## config.mk

```make
export PLATFORM = sky130hd
export DESIGN_NAME = cmyk_ordered_dither_rasterizer_core
export DESIGN_NICKNAME = d
export VERILOG_FILES = /design/src/rtl/core/codr_pkg.sv /design/src/rtl/core/cmyk_ordered_dither_rasterizer_core.sv
export SDC_FILE = /design/constraint.sdc
export NUM_CORES = 1
export LEC_CHECK = 0
export ABC_AREA = 1
export BUFFER_PORTS_ARGS = -buffer_cell sky130_fd_sc_hd__buf_4
export CAP_MARGIN = 40
export CORE_UTILIZATION = 52
export CTS_BUF_LIST = sky130_fd_sc_hd__clkbuf_16
export CTS_CLUSTER_SIZE = 24
export DETAILED_ROUTE_END_ITERATION = 6
export PLACE_DENSITY = 0.82
export SLEW_MARGIN = 0
export SYNTH_ARGS = -nofsm -noshare
export SYNTH_HDL_FRONTEND = slang
export SYNTH_SLANG_ARGS = --single-unit
```

## constraint.sdc

```tcl
create_clock -name clk_i -period 8.9 [get_ports clk_i]
set_clock_uncertainty 0.05 [all_clocks]
set_input_delay 0.89 -clock clk_i [delete_from_list [all_inputs] [get_ports clk_i]]
set_output_delay 0.89 -clock clk_i [all_outputs]
set_load 0.02 [all_outputs]
```

## src/rtl/core/codr_pkg.sv

```systemverilog
// Package for the CMYK ordered-dither rasterizer core.
// Holds the transaction payload types, register index codes and sizing constants.
// No dependencies.
`default_nettype none

package codr_pkg;

  // Sizing of the column counter and the replication count
  localparam int unsigned COL_W      = 12;
  localparam int unsigned MAX_REPEAT = 64;
  localparam int unsigned REP_W      = 7;

  // Configuration port widths
  localparam int unsigned CFG_IDX_W  = 3;
  localparam int unsigned CFG_DATA_W = 32;

  // Configuration register indexes
  localparam logic [CFG_IDX_W-1:0] CFG_THRESHOLD   = 3'd0;
  localparam logic [CFG_IDX_W-1:0] CFG_COLOUR_MODE = 3'd1;
  localparam logic [CFG_IDX_W-1:0] CFG_DITHER_ROW0 = 3'd2;
  localparam logic [CFG_IDX_W-1:0] CFG_DITHER_ROW1 = 3'd3;
  localparam logic [CFG_IDX_W-1:0] CFG_DITHER_ROW2 = 3'd4;
  localparam logic [CFG_IDX_W-1:0] CFG_DITHER_ROW3 = 3'd5;

  // Input transaction: one source pixel
  typedef struct packed {
    logic [1:0]       row_phase;
    logic             row_start;
    logic [COL_W-1:0] start_column;
    logic [7:0]       black;
    logic [7:0]       yellow;
    logic [7:0]       magenta;
    logic [7:0]       cyan;
    logic [REP_W-1:0] repeat_req;
    logic             final_pixel;
  } pix_in_t;

  // Output transaction: one printer pixel
  typedef struct packed {
    logic [8:0] byte_index;
    logic [7:0] bit_mask;
    logic       black_dot;
    logic       yellow_dot;
    logic       magenta_dot;
    logic       cyan_dot;
    logic       last_of_pixel;
    logic       row_done;
  } pix_out_t;

endpackage

`default_nettype wire

```

## src/rtl/core/cmyk_ordered_dither_rasterizer_core.sv

```systemverilog
// Top level of the CMYK ordered-dither rasterizer core.
// Depends on codr_pkg for payload types, register codes and sizing constants.
// Usage:
//   Input channel (in_valid_i / in_stall_o / in_data_i) carries one source pixel
//   per transaction. Output channel (out_valid_o / out_stall_i / out_data_o)
//   carries one printer pixel per transaction: byte index, MSB-first bit mask
//   and the four dot bits. The source pixel is replicated repeat_req times
//   (0 counts as 1, values above 64 saturate to 64).
//   One shared 8-bit magnitude comparator tests the inks in turn under a
//   small sequencer: only black is tested in threshold mode, in greyscale
//   mode and for a black dot in colour mode; otherwise yellow, magenta and
//   cyan are tested as well. The first result of a pixel is registered in the
//   output step, which follows the black step or the cyan step.
//   in_stall_o is high from acceptance until the last result of the pixel is
//   loaded into the output register; the next pixel is then taken even while
//   that result still waits. When out_stall_i holds the output register full,
//   the sequencer waits in its output step and nothing is lost.
//   Reset clears the configuration registers, the column counter and the
//   sequencer; the block is ready as soon as reset is released.
//   Configuration writes are taken at any edge with cfg_we_i high and must
//   only be issued while the block is idle.
`default_nettype none

module cmyk_ordered_dither_rasterizer_core (
  input  wire logic                          clk_i,
  input  wire logic                          rst_ni,
  input  wire logic                          cfg_we_i,
  input  wire logic [codr_pkg::CFG_IDX_W-1:0]  cfg_idx_i,
  input  wire logic [codr_pkg::CFG_DATA_W-1:0] cfg_wdata_i,
  input  wire logic                          in_valid_i,
  output logic                               in_stall_o,
  input  wire codr_pkg::pix_in_t             in_data_i,
  output logic                               out_valid_o,
  input  wire logic                          out_stall_i,
  output codr_pkg::pix_out_t                 out_data_o
);
  import codr_pkg::*;

  typedef enum logic [5:0] {
    S_IDLE  = 6'b000001,
    S_BLACK = 6'b000010,
    S_YEL   = 6'b000100,
    S_MAG   = 6'b001000,
    S_CYAN  = 6'b010000,
    S_OUT   = 6'b100000
  } seq_state_e;

  // Configuration registers
  logic [3:0]            thr_q;
  logic                  colour_q;
  logic [CFG_DATA_W-1:0] rows_q [4];

  // Sequencer and pixel context
  seq_state_e       state_q, state_d;
  logic [COL_W-1:0] col_q, col_d;
  logic [REP_W-1:0] rep_q, rep_d;
  logic [1:0]       phase_q;
  logic [7:0]       black_q, yellow_q, magenta_q, cyan_q;
  logic             fin_q;
  logic             kd_q, yd_q, md_q, cd_q;

  // Output register
  logic     out_valid_q, out_valid_d;
  pix_out_t out_q;

  logic             accept;
  logic             out_load;
  logic             last;
  logic [REP_W-1:0] rep_clamped;
  logic [7:0]       dith;
  logic [7:0]       cmp_a, cmp_b;
  logic             cmp_gt;

  assign accept   = in_valid_i && !in_stall_o;
  assign in_stall_o = (state_q != S_IDLE);
  assign out_load = (state_q == S_OUT) && (!out_valid_q || !out_stall_i);
  assign last     = (rep_q == REP_W'(1));

  // Clamp the replication count to 1..MAX_REPEAT
  always_comb begin
    if (in_data_i.repeat_req == '0) begin
      rep_clamped = REP_W'(1);
    end else if (in_data_i.repeat_req > REP_W'(MAX_REPEAT)) begin
      rep_clamped = REP_W'(MAX_REPEAT);
    end else begin
      rep_clamped = in_data_i.repeat_req;
    end
  end

  // Select the dither matrix entry for the current row phase and column
  assign dith = rows_q[phase_q][{col_q[1:0], 3'b000} +: 8];

  // Shared comparator: pick the ink and the reference for this step
  always_comb begin
    case (state_q)
      S_YEL:   cmp_a = yellow_q;
      S_MAG:   cmp_a = magenta_q;
      S_CYAN:  cmp_a = cyan_q;
      default: cmp_a = black_q;
    endcase
    cmp_b  = (thr_q != '0) ? {4'b0000, thr_q ^ 4'hf} : dith;
    cmp_gt = (cmp_a > cmp_b);
  end

  // Write configuration registers
  always_ff @(posedge clk_i or negedge rst_ni) begin
    if (!rst_ni) begin
      thr_q     <= '0;
      colour_q  <= 1'b0;
      rows_q[0] <= '0;
      rows_q[1] <= '0;
      rows_q[2] <= '0;
      rows_q[3] <= '0;
    end else if (cfg_we_i) begin
      case (cfg_idx_i)
        CFG_THRESHOLD:   thr_q     <= cfg_wdata_i[3:0];
        CFG_COLOUR_MODE: colour_q  <= cfg_wdata_i[0];
        CFG_DITHER_ROW0: rows_q[0] <= cfg_wdata_i;
        CFG_DITHER_ROW1: rows_q[1] <= cfg_wdata_i;
        CFG_DITHER_ROW2: rows_q[2] <= cfg_wdata_i;
        CFG_DITHER_ROW3: rows_q[3] <= cfg_wdata_i;
        default: ;
      endcase
    end
  end

  // Sequence the ink tests, column counter and replication count
  always_comb begin
    state_d     = state_q;
    col_d       = col_q;
    rep_d       = rep_q;
    out_valid_d = out_valid_q;
    if (out_valid_q && !out_stall_i) begin
      out_valid_d = 1'b0;
    end
    case (state_q)
      S_IDLE: begin
        if (accept) begin
          if (in_data_i.row_start) begin
            col_d = in_data_i.start_column;
          end
          rep_d   = rep_clamped;
          state_d = S_BLACK;
        end
      end
      S_BLACK: begin
        if ((thr_q != '0) || cmp_gt || !colour_q) begin
          state_d = S_OUT;
        end else begin
          state_d = S_YEL;
        end
      end
      S_YEL:  state_d = S_MAG;
      S_MAG:  state_d = S_CYAN;
      S_CYAN: state_d = S_OUT;
      S_OUT: begin
        if (out_load) begin
          out_valid_d = 1'b1;
          col_d       = col_q + COL_W'(1);
          rep_d       = rep_q - REP_W'(1);
          state_d     = last ? S_IDLE : S_BLACK;
        end
      end
      default: state_d = S_IDLE;
    endcase
  end

  always_ff @(posedge clk_i or negedge rst_ni) begin
    if (!rst_ni) begin
      state_q     <= S_IDLE;
      col_q       <= '0;
      rep_q       <= '0;
      out_valid_q <= 1'b0;
    end else begin
      state_q     <= state_d;
      col_q       <= col_d;
      rep_q       <= rep_d;
      out_valid_q <= out_valid_d;
    end
  end

  // Capture the pixel context on an input transaction
  always_ff @(posedge clk_i) begin
    if (accept) begin
      phase_q   <= in_data_i.row_phase;
      black_q   <= in_data_i.black;
      yellow_q  <= in_data_i.yellow;
      magenta_q <= in_data_i.magenta;
      cyan_q    <= in_data_i.cyan;
      fin_q     <= in_data_i.final_pixel;
    end
  end

  // Record the comparator result of each ink step
  always_ff @(posedge clk_i) begin
    case (state_q)
      S_BLACK: begin
        kd_q <= cmp_gt;
        yd_q <= 1'b0;
        md_q <= 1'b0;
        cd_q <= 1'b0;
      end
      S_YEL:   yd_q <= cmp_gt;
      S_MAG:   md_q <= cmp_gt;
      S_CYAN:  cd_q <= cmp_gt;
      default: ;
    endcase
  end

  // Load the output register with one printer pixel
  always_ff @(posedge clk_i) begin
    if (out_load) begin
      out_q.byte_index    <= col_q[COL_W-1:3];
      out_q.bit_mask      <= 8'h80 >> col_q[2:0];
      out_q.black_dot     <= kd_q;
      out_q.yellow_dot    <= yd_q;
      out_q.magenta_dot   <= md_q;
      out_q.cyan_dot      <= cd_q;
      out_q.last_of_pixel <= last;
      out_q.row_done      <= last && fin_q;
    end
  end

  assign out_valid_o = out_valid_q;
  assign out_data_o  = out_q;

  // Idle exactly when no replicas are pending
  a_idle_rep: assert property (@(posedge clk_i) disable iff (!rst_ni)
    (state_q == S_IDLE) == (rep_q == '0))
    else $error("replication count out of step with sequencer");

  // Never show a colour dot together with a black dot
  a_dot_excl: assert property (@(posedge clk_i) disable iff (!rst_ni)
    out_valid_o |-> !(out_data_o.black_dot &&
      (out_data_o.yellow_dot || out_data_o.magenta_dot || out_data_o.cyan_dot)))
    else $error("colour dot set under a black dot");

  // Row end only on the last replica
  a_row_done: assert property (@(posedge clk_i) disable iff (!rst_ni)
    out_valid_o && out_data_o.row_done |-> out_data_o.last_of_pixel)
    else $error("row_done without last_of_pixel");

  // Advance the column by one on each result load
  a_col_step: assert property (@(posedge clk_i) disable iff (!rst_ni)
    out_load |=> (col_q == $past(col_q) + COL_W'(1)))
    else $error("column counter did not advance");

endmodule

`default_nettype wire
```

==> out/metrics.cfg <==
[run]
cap_viol_max_count = 0

[worst_setup_path]
crit_arrival_ns = 3.76
crit_required_ns = 9.23
worstPathMaxFanout = 68
path_cells = buf_4, inv_2, buf_16, nor2_1, o21ai_1, nand2_1, nand2_1, nor2_1, nand2_1, nand2_1, ha_1, a21oi_1, nand2_1, nand2_1, nand2_1, nand2_1, nand2_1, nand2_1, nand3_1
cp-end-kind = flip-flop
crit_type = reg2reg
cp-start-kind = flip-flop
crit_top_cell = nand2_1
critPathBufInv = 3
worst_path_max_delay_cell = buf_4
critical-path-top-delay-family = buffers and inverters
max_stage_delay_ns = 0.52

[global_routing]
grt_util_met2_pct = 40.48
overflow = 0
top_usage_layer = met2
grt_start_max_net_pins = 78
grt_first_pass_wirelength_um = 39590
met3_usage_pct = 3.836
grt_use_met1_pct = 32.74
grt_pass1_vias = 8059
antenna_found_initial = 0
grt.total_usage_pct = 24.43

[logic_synthesis]
synthCells = 1173
ys_warn_count = 0
syn_area_um2 = 10270
yosysTopAreaCell = dfrtp_1
synth_ff_type = dfrtp_1
yosysTopAreaCellShare_pct = 38.50
yosysSeqAreaShare_pct = 56.89
syn_nets = 1282
avgSynthCellArea_um2 = 8.754
yosys-top-cells-area = dfrtp_1, edfxtp_1, nand2_1, o21ai_0, nor2_1
synth-seq-cells = 221
synth-edff-count = 62
yosysUniqueCellTypes = 43
synthArstFlopShare_pct = 71.95

[drt]
vias = 8348
drtAntennaViolNets = 0
drt_iter0_drc = 650
vias_per_cell = 5.348
dr.pass1.iters = 5
avgRoutedWirePerCell_um = 15.28
drc = 0
wl_um = 23850

[clocking]
cts.sinks = 221
cts-root-buf = clkbuf_16
htreeDepth = 1
cts_hold_buffers = 0
cts_resized = 0
cts.reportedPaths.clkPinSlew_ns = 0.06
cts_tree = done
clkLatencyLatePin_ns = 0.52
cts_buffers = 24
cts_setup_buffers = 0
clock_path_buffers = 3

[floorplanning]
die_h_um = 142.5
die_area_um2 = 20310
die_w_um = 142.5
num_io_pins = 120
row_count = 51
start_util_pct = 52.93
core_area_um2 = 19400

[sta]
finalMaxSlewViolations = 0
finalSetupViolCount = 0
rsz0062_at_grt = false
relSlewSlack_pct = 52.24
timing.final.crit_share_pct = 38.48
period_needed_ns = 3.425
fmax_mhz = 292.0
worst_pin_slew_ns = 0.7163
hold_viol = 0
tns_ns = 0

[final_layout]
nets = 1387
final_util_pct = 62.56
fin_cells = 1561
insertedDiodeCount = 0
syn2layout_area_growth_pct = 18.18
layout-drive-gt1-share_pct = 16.05

[power_and_ir_drop]
p_leak_nw = 5.782
ir_worst_vdd_v = 0.0001649
p_comb_share_pct = 27.9
power-per-cell-area_nw_per_um2 = 265.2
switchingPower_w = 0.001113
switching_share_pct = 34.60
p_int_w = 0.002105
seqPwrFrac_pct = 44.6
p_clk_share_pct = 27.5

[placement]
gp_congestion = 0.8522
dpl.cell_count = 1517
port_buffers = 119
dp_hpwl_um = 15900

[outcome]
outcome = finished, final reports clean

[worst_hold_path]
holdCritPathClass = in2async

==> through the flow <==
stage               area (um2)  power [W]  setup WS, ns  hold slack [ns]
floorplan                10270   0.002071         6.011           0.3503
global placement         11310   0.002285         5.677           0.3975
detailed placement       11440   0.002340         5.635           0.3906
CTS                      12140   0.003230         5.538           0.3766
global route             12140   0.003423         5.236           0.3985
finish                   12140   0.003218         5.475           0.3404
==> cells in the final DEF (no fill, tap or decap), types with 2 or more instances in the layout <==
cell	n
nand2_1	311
o21ai_0	179
dfrtp_1	158
buf_4	123
nor2_1	121
inv_1	99
edfxtp_1	62
nand3_1	46
o21ai_1	28
clkbuf_16	24
o211ai_1	14
ha_1	14
clkinv_1	12
a21oi_1	11
o22ai_1	11
nand4_1	11
o21ai_2	9
inv_2	8
clkinv_2	6
nor2_4	4
nand2_2	4
nand3_2	3
nor2_2	3
or2_2	3
buf_12	3
nand4_2	2
nor3_2	2
nand2_4	2
xor2_1	2
xnor2_1	2
nor3_1	2
buf_16	2
==> state kept, by name (all words and copies together) (netlist names), 4 cells and up <==
signal      flops
thr_q           4
yellow_q        8
col_q          12
rep_q           7
magenta_q       8
black_q         8
out_data_o     23
rows_q        128
state_q         6
cyan_q          8
==> cell families (layout without fill, tap and decap cells) <==
| kind of cell | Yosys count | in the layout | share of synthesized area (%) |
|---|---|---|---|
| flip-flops | 221 | 221 | 56.89 |
| adder cells (fa/ha/maj) | 14 | 14 | 1.706 |
| AO/OA/AOI/OAI | 256 | 256 | 13.45 |
| buffers and inverters | 160 | 283 | 6.531 |
| AND/OR/NAND/NOR | 518 | 518 | 21.08 |
| XOR/XNOR | 4 | 4 | 0.3412 |
==> worst paths after layout <==
check | startpoint | endpoint | slack (ns) | depth (start not counted)
max in group asynchronous | rst_ni | rows_q[51] | 7.25 | 3
hold reg to reg | yd_q | out_data_o[4] | 0.40 | 0
setup reg to reg | phase_q[0] | state_q[5] | 5.48 | 19
min in group clk_i | yd_q | out_data_o[4] | 0.40 | 0
hold / removal | rst_ni | rep_q[2] | 0.34 | 1
setup / recovery | phase_q[0] | state_q[5] | 5.48 | 19
==> cell usage after synthesis (all sizes together), types with 2 or more instances <==
cell      n
ha       14
xor2      2
nor3      4
inv     102
dfrtp   158
clkinv    7
o22ai    11
clkbuf   38
a21oi    11
nand3    50
o211ai   14
xnor2     2
buf      13
o21ai   217
nand2   317
nor2    128
edfxtp   62
nand4    14
or2       3
==> power by group through the flow <==
stage	Combinational (W)	Sequential, W	Clock, W
5_1_grt	0.00102	0.00146	0.000941
3_3_place_gp	0.000844	0.00144	0
2_1_floorplan	0.000657	0.00141	0
4_1_cts	0.000902	0.00143	0.000896
6_report	0.000898	0.00143	0.000885
3_5_place_dp	0.000893	0.00145	0
==> worst register-to-register path: cells and delay by family (launching register included) <==
kind | cells | cell delay, ns
buffers and inverters | 3 | 1.27
and+or+nand+nor | 13 | 1.15
DFF | 1 | 0.33
AOI/OAI and AO/OA | 2 | 0.25
adders and majority gates | 1 | 0.24
==> per-layer routing <==
metal  routed length, um  part of all wire (%)
met4                 651                   2.7
met5                   0                     0
met2               11470                    48
met3                1641                   6.9
met1               10090                    42
==> cell type report <==
class | count | area (um2)
Multi-Input combinational cell | 792 | 3781
Tap cell | 265 | 331.6
Sequential cell | 221 | 5842
Clock buffer | 24 | 600.6
Timing Repair Buffer | 130 | 1065
Inverter | 109 | 416.7
Clock inverter | 20 | 98.84
Fill cell | 1627 | 7263
No activity file was read; power rests on OpenSTA's default activity.
